### config.mk
export PLATFORM = sky130hd
export DESIGN_NAME = fasthash64_stream
export DESIGN_NICKNAME = d
export VERILOG_FILES = /design/src/rtl/fh64_pkg.sv /design/src/rtl/fh64_dp.sv /design/src/rtl/fh64_ctrl.sv /design/src/rtl/fasthash64_stream.sv
export SDC_FILE = /design/constraint.sdc
export NUM_CORES = 2
export LEC_CHECK = 0
export ABC_AREA = 1
export BUFFER_PORTS_ARGS = -buffer_cell sky130_fd_sc_hd__buf_4
export CORE_MARGIN = 2
export CORE_UTILIZATION = 35
export DETAILED_ROUTE_END_ITERATION = 8
export GPL_ROUTABILITY_DRIVEN = 1
export REMOVE_ABC_BUFFERS = 1
export SLEW_MARGIN = 40
export SYNTH_ARGS = -nofsm -noshare
export SYNTH_HDL_FRONTEND = slang
export SYNTH_HIERARCHICAL = 1
export SYNTH_SLANG_ARGS = --single-unit
### constraint.sdc
create_clock -name clk -period 10.9 [get_ports clk]
set_clock_uncertainty 0.05 [all_clocks]
set_input_delay 0.545 -clock clk [delete_from_list [all_inputs] [get_ports clk]]
set_output_delay 0.545 -clock clk [all_outputs]
set_load 0.05 [all_outputs]
### src/rtl/fh64_pkg.sv
`timescale 1ns / 1ps
// ----------------------------------------------------------------------------
// fh64_pkg: shared types and constants of the streaming fasthash64 block
// Holds the transaction payload structs, the datapath command and status
// structs, and the hash constants.
// ----------------------------------------------------------------------------
package fh64_pkg;

	localparam int LEN_FIELD_W     = 32;
	localparam int LENGTH_BITS_DEF = 32;

	localparam logic [63:0] HASH_MUL = 64'h8803_55f2_1e6d_1965;
	localparam logic [63:0] MIX_MUL  = 64'h2127_599b_f432_5c37;
	localparam int          MIX_SHIFT_A = 23;
	localparam int          MIX_SHIFT_B = 47;

	typedef struct packed {
		logic [63:0]            data_word;
		logic                   is_last;
		logic [63:0]            seed;
		logic [LEN_FIELD_W-1:0] total_length;
	} word_t;

	typedef struct packed {
		logic [63:0] hash_wide;
		logic [31:0] hash_narrow;
	} hash_t;

	typedef enum logic [3:0] {
		OP_NOP,
		OP_LOAD,
		OP_MUL_LL,
		OP_MUL_LH,
		OP_MUL_HL,
		OP_SEED,
		OP_WORD,
		OP_ABSORB,
		OP_STORE,
		OP_FINPRE,
		OP_OUT
	} dp_op_t;

	typedef struct packed {
		dp_op_t op;
		logic   k_mix;
		logic   first;
	} dp_cmd_t;

	typedef struct packed {
		logic last;
		logic len_zero;
	} dp_stat_t;

endpackage

### src/rtl/fh64_dp.sv
`timescale 1ns / 1ps
// ----------------------------------------------------------------------------
// fh64_dp: fasthash64 datapath
// Operand, product and hash registers around one shared 32x32 multiplier.
// A 64-bit product modulo 2^64 is built from three partial products.
// ----------------------------------------------------------------------------
module fh64_dp import fh64_pkg::*; #(
	parameter int LENGTH_BITS = LENGTH_BITS_DEF
) (
	input  logic     clk,
	input  dp_cmd_t  cmd,
	input  word_t    word,
	output dp_stat_t stat,
	output hash_t    result
);

	localparam int LEN_W = (LENGTH_BITS < LEN_FIELD_W) ? LENGTH_BITS : LEN_FIELD_W;

	logic [63:0]      word_q;
	logic             last_q;
	logic [63:0]      seed_q;
	logic [2:0]       tail_q;
	logic [63:0]      x_q;
	logic [63:0]      p_q;
	logic [63:0]      hash_q;
	hash_t            result_q;

	logic [LEN_W-1:0] len_m;
	logic [63:0]      k;
	logic [31:0]      mul_a;
	logic [31:0]      mul_b;
	logic [63:0]      prod;
	logic [31:0]      cross_sum;
	logic [63:0]      word_masked;
	logic [63:0]      final_mix;

	function automatic logic [63:0] premix(input logic [63:0] v);
		return v ^ (v >> MIX_SHIFT_A);
	endfunction

	function automatic logic [63:0] postmix(input logic [63:0] v);
		return v ^ (v >> MIX_SHIFT_B);
	endfunction

	// Only the low tail bytes of the last word count; a tail of zero keeps all.
	function automatic logic [63:0] mask_tail(input logic [63:0] w, input logic [2:0] tail);
		logic [63:0] m;
		m = '0;
		for (int i = 0; i < 8; i++) begin
			if (tail == 3'd0 || 3'(i) < tail) begin
				m[i*8 +: 8] = 8'hff;
			end
		end
		return w & m;
	endfunction

	assign len_m = word.total_length[LEN_W-1:0];
	assign k     = cmd.k_mix ? MIX_MUL : HASH_MUL;
	assign mul_a = (cmd.op == OP_MUL_HL) ? x_q[63:32] : x_q[31:0];
	assign mul_b = (cmd.op == OP_MUL_LH) ? k[63:32] : k[31:0];
	assign prod  = mul_a * mul_b;
	assign cross_sum   = p_q[63:32] + prod[31:0];
	assign word_masked = last_q ? mask_tail(word_q, tail_q) : word_q;
	assign final_mix   = postmix(p_q);

	always_ff @(posedge clk) begin
		unique case (cmd.op)
			OP_LOAD: begin
				word_q <= word.data_word;
				last_q <= word.is_last;
				if (cmd.first) begin
					seed_q <= word.seed;
					tail_q <= len_m[2:0];
					x_q    <= 64'(len_m);
				end
			end
			OP_MUL_LL: p_q <= prod;
			OP_MUL_LH, OP_MUL_HL: p_q[63:32] <= cross_sum;
			OP_SEED: begin
				hash_q <= seed_q ^ p_q;
				x_q    <= premix(word_masked);
			end
			OP_WORD:   x_q <= premix(word_masked);
			OP_ABSORB: x_q <= hash_q ^ postmix(p_q);
			OP_STORE:  hash_q <= p_q;
			OP_FINPRE: x_q <= premix(hash_q);
			OP_OUT: begin
				result_q.hash_wide   <= final_mix;
				result_q.hash_narrow <= 32'(final_mix - (final_mix >> 32));
			end
			default: begin
			end
		endcase
	end

	// While the init steps run, x_q still holds the sampled length.
	assign stat.last     = last_q;
	assign stat.len_zero = (x_q == '0);
	assign result        = result_q;

endmodule

### src/rtl/fh64_ctrl.sv
`timescale 1ns / 1ps
// ----------------------------------------------------------------------------
// fh64_ctrl: fasthash64 sequencer
// Steps the datapath through init, word absorb and finalize, and owns the
// input stall and the result valid flag.
// ----------------------------------------------------------------------------
module fh64_ctrl import fh64_pkg::*; (
	input  logic     clk,
	input  logic     arst_n,
	input  logic     word_valid,
	output logic     word_stall,
	output logic     result_valid,
	input  logic     result_stall,
	input  dp_stat_t stat,
	output dp_cmd_t  cmd
);

	typedef enum logic [4:0] {
		S_IDLE,
		S_INIT0, S_INIT1, S_SEED,
		S_WORD,
		S_MIX0, S_MIX1, S_MIX2,
		S_ABSORB,
		S_HM0, S_HM1, S_HM2,
		S_STORE,
		S_FINPRE,
		S_FM0, S_FM1, S_FM2,
		S_OUT
	} state_t;

	state_t state_q;
	logic   in_msg_q;
	logic   result_valid_q;
	logic   out_free;

	assign out_free   = !result_valid_q || !result_stall;
	assign word_stall = (state_q != S_IDLE);
	assign result_valid = result_valid_q;

	always_comb begin
		cmd = '{op: OP_NOP, k_mix: 1'b0, first: 1'b0};
		unique case (state_q)
			S_IDLE: begin
				if (word_valid) begin
					cmd.op    = OP_LOAD;
					cmd.first = !in_msg_q;
				end
			end
			S_INIT0:  cmd.op = OP_MUL_LL;
			S_INIT1:  cmd.op = OP_MUL_LH;
			S_SEED:   cmd.op = OP_SEED;
			S_WORD:   cmd.op = OP_WORD;
			S_MIX0:   cmd = '{op: OP_MUL_LL, k_mix: 1'b1, first: 1'b0};
			S_MIX1:   cmd = '{op: OP_MUL_LH, k_mix: 1'b1, first: 1'b0};
			S_MIX2:   cmd = '{op: OP_MUL_HL, k_mix: 1'b1, first: 1'b0};
			S_ABSORB: cmd.op = OP_ABSORB;
			S_HM0:    cmd.op = OP_MUL_LL;
			S_HM1:    cmd.op = OP_MUL_LH;
			S_HM2:    cmd.op = OP_MUL_HL;
			S_STORE:  cmd.op = OP_STORE;
			S_FINPRE: cmd.op = OP_FINPRE;
			S_FM0:    cmd = '{op: OP_MUL_LL, k_mix: 1'b1, first: 1'b0};
			S_FM1:    cmd = '{op: OP_MUL_LH, k_mix: 1'b1, first: 1'b0};
			S_FM2:    cmd = '{op: OP_MUL_HL, k_mix: 1'b1, first: 1'b0};
			S_OUT: begin
				if (out_free) begin
					cmd.op = OP_OUT;
				end
			end
			default: begin
			end
		endcase
	end

	always_ff @(posedge clk or negedge arst_n) begin
		if (!arst_n) begin
			state_q        <= S_IDLE;
			in_msg_q       <= 1'b0;
			result_valid_q <= 1'b0;
		end else begin
			// A new result loads in the same cycle the old one leaves.
			if (state_q == S_OUT && out_free) begin
				result_valid_q <= 1'b1;
			end else if (!result_stall) begin
				result_valid_q <= 1'b0;
			end
			unique case (state_q)
				S_IDLE: begin
					if (word_valid) begin
						state_q <= in_msg_q ? S_WORD : S_INIT0;
					end
				end
				S_INIT0: state_q <= S_INIT1;
				S_INIT1: state_q <= S_SEED;
				S_SEED:  state_q <= stat.len_zero ? S_FINPRE : S_MIX0;
				S_WORD:  state_q <= S_MIX0;
				S_MIX0:  state_q <= S_MIX1;
				S_MIX1:  state_q <= S_MIX2;
				S_MIX2:  state_q <= S_ABSORB;
				S_ABSORB: state_q <= S_HM0;
				S_HM0:   state_q <= S_HM1;
				S_HM1:   state_q <= S_HM2;
				S_HM2:   state_q <= S_STORE;
				S_STORE: begin
					if (stat.last) begin
						state_q <= S_FINPRE;
					end else begin
						in_msg_q <= 1'b1;
						state_q  <= S_IDLE;
					end
				end
				S_FINPRE: state_q <= S_FM0;
				S_FM0:   state_q <= S_FM1;
				S_FM1:   state_q <= S_FM2;
				S_FM2:   state_q <= S_OUT;
				S_OUT: begin
					if (out_free) begin
						in_msg_q <= 1'b0;
						state_q  <= S_IDLE;
					end
				end
				default: state_q <= S_IDLE;
			endcase
		end
	end

endmodule

### src/rtl/fasthash64_stream.sv
`timescale 1ns / 1ps
// ----------------------------------------------------------------------------
// fasthash64_stream: streaming fasthash64 over 64-bit little-endian words
// Absorbs one message word per transaction and returns the final 64-bit hash
// with its 32-bit fold once the word marked last has been absorbed.
// ----------------------------------------------------------------------------
// Each word is absorbed on the single shared 32x32 multiplier, which builds
// each 64-bit product in three steps (two for the 32-bit length product).
// The word marked last then runs finalization before its result is
// registered; a zero-length message goes straight from init to finalization.
// The input stays stalled until the block is idle again.
// Reset (arst_n low) is asynchronous: the block returns to idle, waiting for
// the first word of a message, with no result pending.
// ----------------------------------------------------------------------------
module fasthash64_stream import fh64_pkg::*; #(
	parameter int LENGTH_BITS = LENGTH_BITS_DEF
) (
	input  logic  clk,
	input  logic  arst_n,
	input  logic  word_valid,
	output logic  word_stall,
	input  word_t word_data,
	output logic  result_valid,
	input  logic  result_stall,
	output hash_t result_data
);

	// The controller sequences the datapath over command and status structs
	// only. A transaction is taken only while the controller is idle, so the
	// datapath latches the word on the accepting edge and then works on its
	// own registers. The result register stays loaded until the downstream
	// side takes it, and the next input word is accepted meanwhile; only the
	// final load of a new result waits for the result register to free up.
	dp_cmd_t  cmd;
	dp_stat_t stat;

	fh64_ctrl u_ctrl (
		.clk          (clk),
		.arst_n       (arst_n),
		.word_valid   (word_valid),
		.word_stall   (word_stall),
		.result_valid (result_valid),
		.result_stall (result_stall),
		.stat         (stat),
		.cmd          (cmd)
	);

	fh64_dp #(
		.LENGTH_BITS (LENGTH_BITS)
	) u_dp (
		.clk    (clk),
		.cmd    (cmd),
		.word   (word_data),
		.stat   (stat),
		.result (result_data)
	);

	// An accepted word always keeps the block busy on the following cycle.
	a_busy_after_accept: assert property (@(posedge clk) disable iff (!arst_n)
		word_valid && !word_stall |=> word_stall)
		else $error("input accepted on two consecutive cycles");

	// A new result is only produced from a finalize sequence, never from idle.
	a_result_from_busy: assert property (@(posedge clk) disable iff (!arst_n)
		$rose(result_valid) |-> $past(word_stall))
		else $error("result appeared without a finalize sequence");

	// The narrow hash is always the fold of the wide hash it travels with.
	a_fold_matches: assert property (@(posedge clk) disable iff (!arst_n)
		result_valid |-> result_data.hash_narrow == 32'(result_data.hash_wide
			- (result_data.hash_wide >> 32)))
		else $error("narrow hash does not match wide hash fold");

endmodule

# Word-level counts from Yosys, hierarchy flattened
# Index checks and enable logic that the tools add are counted.
[word_totals] ff_bits=427
[classes] n_addsub=2 mul=1 n_lt_le_gt_ge=8 eq_ne=32 mux=33 n_bitwise=6 reduce_logical=31
[op_table] operator="64-bit one-hot mux with 4 select lines" n=1
[op_table] operator="64-bit two-way mux" n=3
[op_table] operator="64-bit one-hot mux with 2 select lines" n=1
[op_table] operator="64-bit by 41-bit XOR with 64-bit output" n=2
[op_table] operator="64-bit XOR" n=2
[op_table] operator="5-bit one-hot mux with 18 select lines" n=1
[op_table] operator="64-bit bitwise AND" n=1
[op_table] operator="64-bit zero test" n=1
[op_table] operator="32-bit by 32-bit multiplier with 64-bit output" n=1
[op_table] operator="32-bit two-way mux" n=2
[op_table] operator="8-bit two-way mux" n=8
[op_table] operator="32-bit one-hot mux with 2 select lines" n=1
[op_table] operator="64-bit by 17-bit XOR with 64-bit output" n=1
[op_table] operator="5-bit by 4-bit == test with 1-bit output, second input constant" n=8
[op_table] operator="4-bit one-hot mux with 10 select lines" n=1
[op_table] operator="32-bit adder" n=1
[op_table] operator="32-bit subtractor" n=1
[op_table] operator="5-bit by 3-bit == test with 1-bit output, second input constant" n=4
[op_table] operator="4-bit by 3-bit == test with 1-bit output, second input constant" n=4
[op_table] operator="4-bit == test, second input constant" n=3
[op_table] operator="3-bit < comparator, first input constant" n=4
[op_table] operator="4-bit two-way mux" n=3
[op_table] operator="5-bit by 2-bit == test with 1-bit output, second input constant" n=2
[op_table] operator="5-bit == test, second input constant" n=2
[op_table] operator="other kinds (25)" n=55

# Logic depth before layout (Yosys ltp)
[depth] ltp_word=9 mapped_depth=55

# Modules after synthesis
# Netlist, hierarchy kept.
[modules_own_cells] mod="fh64_dp" n_inst=1 cells_per_inst=5417 area_per_inst_um2=50835.0 seq_area_each_um2=12612.1
[modules_own_cells] mod="fh64_ctrl" n_inst=1 cells_per_inst=84 area_per_inst_um2=550.5 seq_area_each_um2=175.2

# Least setup slack after synthesis
# Ideal clock, no wire load.
[synth_path] path_type="register to register" startpoint="register u_ctrl.state_q[2]" endpoint="register u_dp.p_q[63] (data pin)" setup_ns=0.253 arrival_ns=9.683 required_ns=10.597 setup_slack_ns=0.914 path_stages_with_launch=47 synth_period_minus_slack_ns=9.986 cell_sequence="dfrtp_1 nor2_4 nand3_2 nor2_1 nor2_1 nand4_1 nand2_1 nor2_1 inv_1 clkbuf_1 ha_1 inv_1 clkbuf_1 clkbuf_1 nor2_1 fa_1 fa_1 inv_1 [11 not listed] nor2_1 inv_1 nor3_1 a21oi_1 nand2_1 xor2_1 ha_1 nand2_1 nor2_1 inv_1 nor2_1 inv_1 o21ai_0 a21oi_1 nand3_1 nand2_1 nand2_1 nand2_1"
[synth_lines] element="start, declared" line="fh64_ctrl.sv:31" text="state_t state_q;"
[synth_lines] element="start signal, assigned" line="fh64_ctrl.sv:90" text="state_q <= in_msg_q ? S_WORD : S_INIT0;"
[synth_lines] element="start signal, assigned" line="fh64_ctrl.sv:95" text="S_SEED: state_q <= stat.len_zero ? S_FINPRE : S_MIX0;"
[synth_lines] element="end signal, assigned" line="fh64_dp.sv:77" text="OP_MUL_LL: p_q <= prod;"
[synth_lines] element="end signal, assigned" line="fh64_dp.sv:78" text="OP_MUL_LH, OP_MUL_HL: p_q[63:32] <= cross_sum;"
[synth_lines] element="end, declared" line="fh64_dp.sv:24" text="logic [63:0] p_q;"

==> summary.txt <==
Floorplan
  – Core Box Area: 145700 µm²
  – Initial Util: 35.26%
  – Site row count: 140
  – Die area: ~150000 µm²
  – IO Pins: 263
  – Die height: between 300 and 400 µm
  – Die W: 387.2 µm

Place
  – Detailed placer's ending HPWL: roughly 180 mm
  – Port Buffers: 262
  – Placer Congestion: ~1.0
  – Worst slack, placed: -0.003411 ns

Setup path
  – Crit Path Category: flop to flop
  – Max FO, Critical Path: 53
  – Family with the most delay on the worst path: adder cells
  – CP required: 11.21 ns
  – Slowest stage delay, CP: about 0.68 ns
  – CP max-delay cell: nor2_1
  – CP arrival: ~11 ns
  – CP bufs+invs: 11
  – Worst setup EP type: flop
  – Setup crit start kind: flop

CTS
  – Max Root-Sink Buffers: 3
  – CTS tree: done
  – Clock transition at path regs: 0.06 ns
  – Skew-Pair Late Insertion Delay: 0.65 ns
  – H-Tree Depth: 2
  – Sink Count: between 400 and 500
  – CTS buffer count: 46
  – Clock root cell: clkbuf_16

Timing
  – Hold_ws: about 0.027 ns
  – Tightest Pin Transition: 0.8757 ns
  – Hold Fails Final Rpt: 0
  – Worst slew margin: a little over 40%
  – Final Max Tran Viols: 0
  – Setup TNS: 0 ns
  – Crit path time final: around 10 ns
  – Fmax: approximately 97 MHz
  – Final setup vio count: 0
  – PnR worst setup slack: approximately 0.57 ns
  – Tcrit/Tclk final: between 90% and 100%

Route
  – DR vias: 40667
  – Initial DRC count: around 4600
  – DRT Pass-1 Iters: 6
  – Post-route DRC: 0
  – Vias per std cell: 5.139
  – Post-DRT Antenna Nets: 0
  – Detailed-route wire length: 206.6 mm
  – Wirelength per Cell: around 26 µm

Yosys
  – Mapped Avg Cell Area: between 9 and 10 µm²
  – Post-synth top flop: edfxtp_1
  – Post-synthesis register bit count: between 400 and 500
  – Yosys Warn Count: 6
  – Mapped Cells: 5501
  – Async SR Flop Fraction: under 10%
  – Area of the mapped netlist: ~50000 µm²
  – Seq/Total Area, Yosys: between 20% and 30%
  – Post-synth EDFFs: 420
  – Distinct cells, synth: 52

Min path
  – Worst Hold Class: input pin to flop

Global routing
  – GRT Total Usage: approximately 28%
  – First-pass GRT wire length: between 200 and 300 mm
  – Vias in the first global route: 42316
  – Met2 global-route usage: 44.33%
  – Global route hottest layer: met2
  – Initial antenna violation count: 9
  – Largest net degree at the start of global routing: 74
  – Met3 usage: approximately 5.0%
  – Met1 Track Usage GR: a little under two fifths
  – GR Overflow Total: 0

Cells and area
  – Synthesis-to-layout area growth: 14.81%
  – Share of layout cells above drive strength 1: between 10% and 20%
  – Fin util: roughly 40%
  – Nets@finish: 7339

Status
  – Status: complete, no violations

Job
  – Max Cap Violations: 0
final cells by class:
cell class                      instances  area [µm²]
Antenna cell                            3       7.507
Sequential cell                       427       12790
Clock buffer                           59        1200
Inverter                             1252        4727
Tap cell                             1917        2399
Clock inverter                         23       231.5
Timing Repair Buffer                  529        4114
Multi-Input combinational cell       3703       33530
Fill cell                           14630       86750
per-layer routing:
metal / part of all wire [%] / wire length (µm)
met5: 0.0053 / 11
met4: 3.7 / 7614
met3: 8.8 / 18090
met2: 46 / 94940
met1: 42 / 85900
per-stage QoR:
step,instances,instance area [µm²]
3_5_place_dp,7817,57280
5_1_grt,7910,58990
4_1_cts,7900,58730
6_report,7913,58990
2_1_floorplan,5382,50800
3_3_place_gp,7817,57260
cells by family (layout without fill, tap and decap cells):
| family | after synthesis | in the layout | synth area share [%] |
|---|---|---|---|
| flip-flops | 427 | 427 | 24.88 |
| other | 0 | 3 | 0 |
| AND/OR/NAND/NOR | 1668 | 1668 | 13.32 |
| buffers and inverters | 1371 | 1863 | 10.29 |
| XOR/XNOR | 258 | 258 | 4.397 |
| AO/OA/AOI/OAI | 562 | 562 | 6.550 |
| adder cells (fa/ha/maj) | 1215 | 1215 | 40.56 |
final timing paths:
path	cells past startpoint	endpoint	start	slack (ns)
worst max-delay path	43	u_dp/p_q[63]	u_ctrl/state_q[1]	0.57
worst min-delay path	1	u_dp/seed_q[9]	word_data[41]	0.03
worst max register to register	43	u_dp/p_q[63]	u_ctrl/state_q[1]	0.57
worst min register to register	2	u_ctrl/result_valid	u_ctrl/result_valid	0.50
max in group asynchronous	2	u_ctrl/state_q[2]	arst_n	10.47
min in group asynchronous	2	u_ctrl/result_valid	arst_n	0.20
Yosys cell counts, drive strengths merged (7+ instances only):
master	count	area, µm²
ha	464	5806
xor2	151	1323
o221ai	30	262.8
or2	28	175.2
o21ai	162	904.6
o21bai	24	183.9
dfrtp	7	175.2
o2111ai	17	148.9
xnor2	107	937.2
nand2	794	3000
buf	61	366.6
fa	751	15030
a21oi	237	1197
nor4	19	118.9
nand4	24	150.1
nand3b	10	75.07
a21o	28	210.2
nor3	22	110.1
edfxtp	420	12610
a211oi	14	105.1
clkbuf	58	217.7
inv	1250	4697
o22ai	18	112.6
o21a	9	67.56
nand3	127	645.6
nor2	642	2556
a21boi	9	67.56
layout by cell type, fill, tap and decap left out, types with 11 or more instances in the layout:
cell type / Yosys / final
a211oi_1: 14 / 14
a21o_1: 28 / 28
a21oi_1: 236 / 236
buf_4: 15 / 514
clkbuf_1: 58 / 13
clkbuf_16: 0 / 46
clkinv_1: 2 / 13
edfxtp_1: 420 / 420
fa_1: 751 / 751
ha_1: 464 / 462
inv_1: 1221 / 1217
inv_2: 28 / 29
nand2_1: 786 / 785
nand3_1: 125 / 124
nand4_1: 24 / 24
nor2_1: 613 / 590
nor2_2: 16 / 33
nor2_4: 12 / 18
nor3_1: 22 / 22
nor4_1: 19 / 19
o2111ai_1: 17 / 17
o21ai_0: 116 / 112
o21ai_1: 23 / 19
o21ai_2: 22 / 20
o21ai_4: 1 / 11
o21bai_1: 23 / 23
o221ai_1: 30 / 30
o22ai_1: 18 / 17
or2_2: 23 / 23
xnor2_1: 107 / 107
xor2_1: 151 / 150
state kept, by name, summed over array words and instances (netlist names):
| signal | flops |
|---|---|
| u_dp/seed_q | 64 |
| u_dp/p_q | 64 |
| u_dp/result | 96 |
| u_ctrl/in_msg_q | 1 |
| u_dp/hash_q | 64 |
| u_dp/word_q | 64 |
| u_dp/last_q | 1 |
| u_ctrl/result_valid | 1 |
| u_dp/x_q | 64 |
| u_dp/tail_q | 3 |
| u_ctrl/state_q | 5 |
what timing repair did:
item                                    in CTS  in global routing
endpoints found under the setup margin       7                 14
hold endpoints to repair                     7                  0
setup buffers                                0                  9
hold buffers                                 1                  0
pin swaps                                    0                  2
resized for setup                            3                 43
gates cloned                                 0                  0
Power is left out: the tool's default activity adds up to more than one toggle a clock period on the data nets, which glitch-free logic cannot reach.
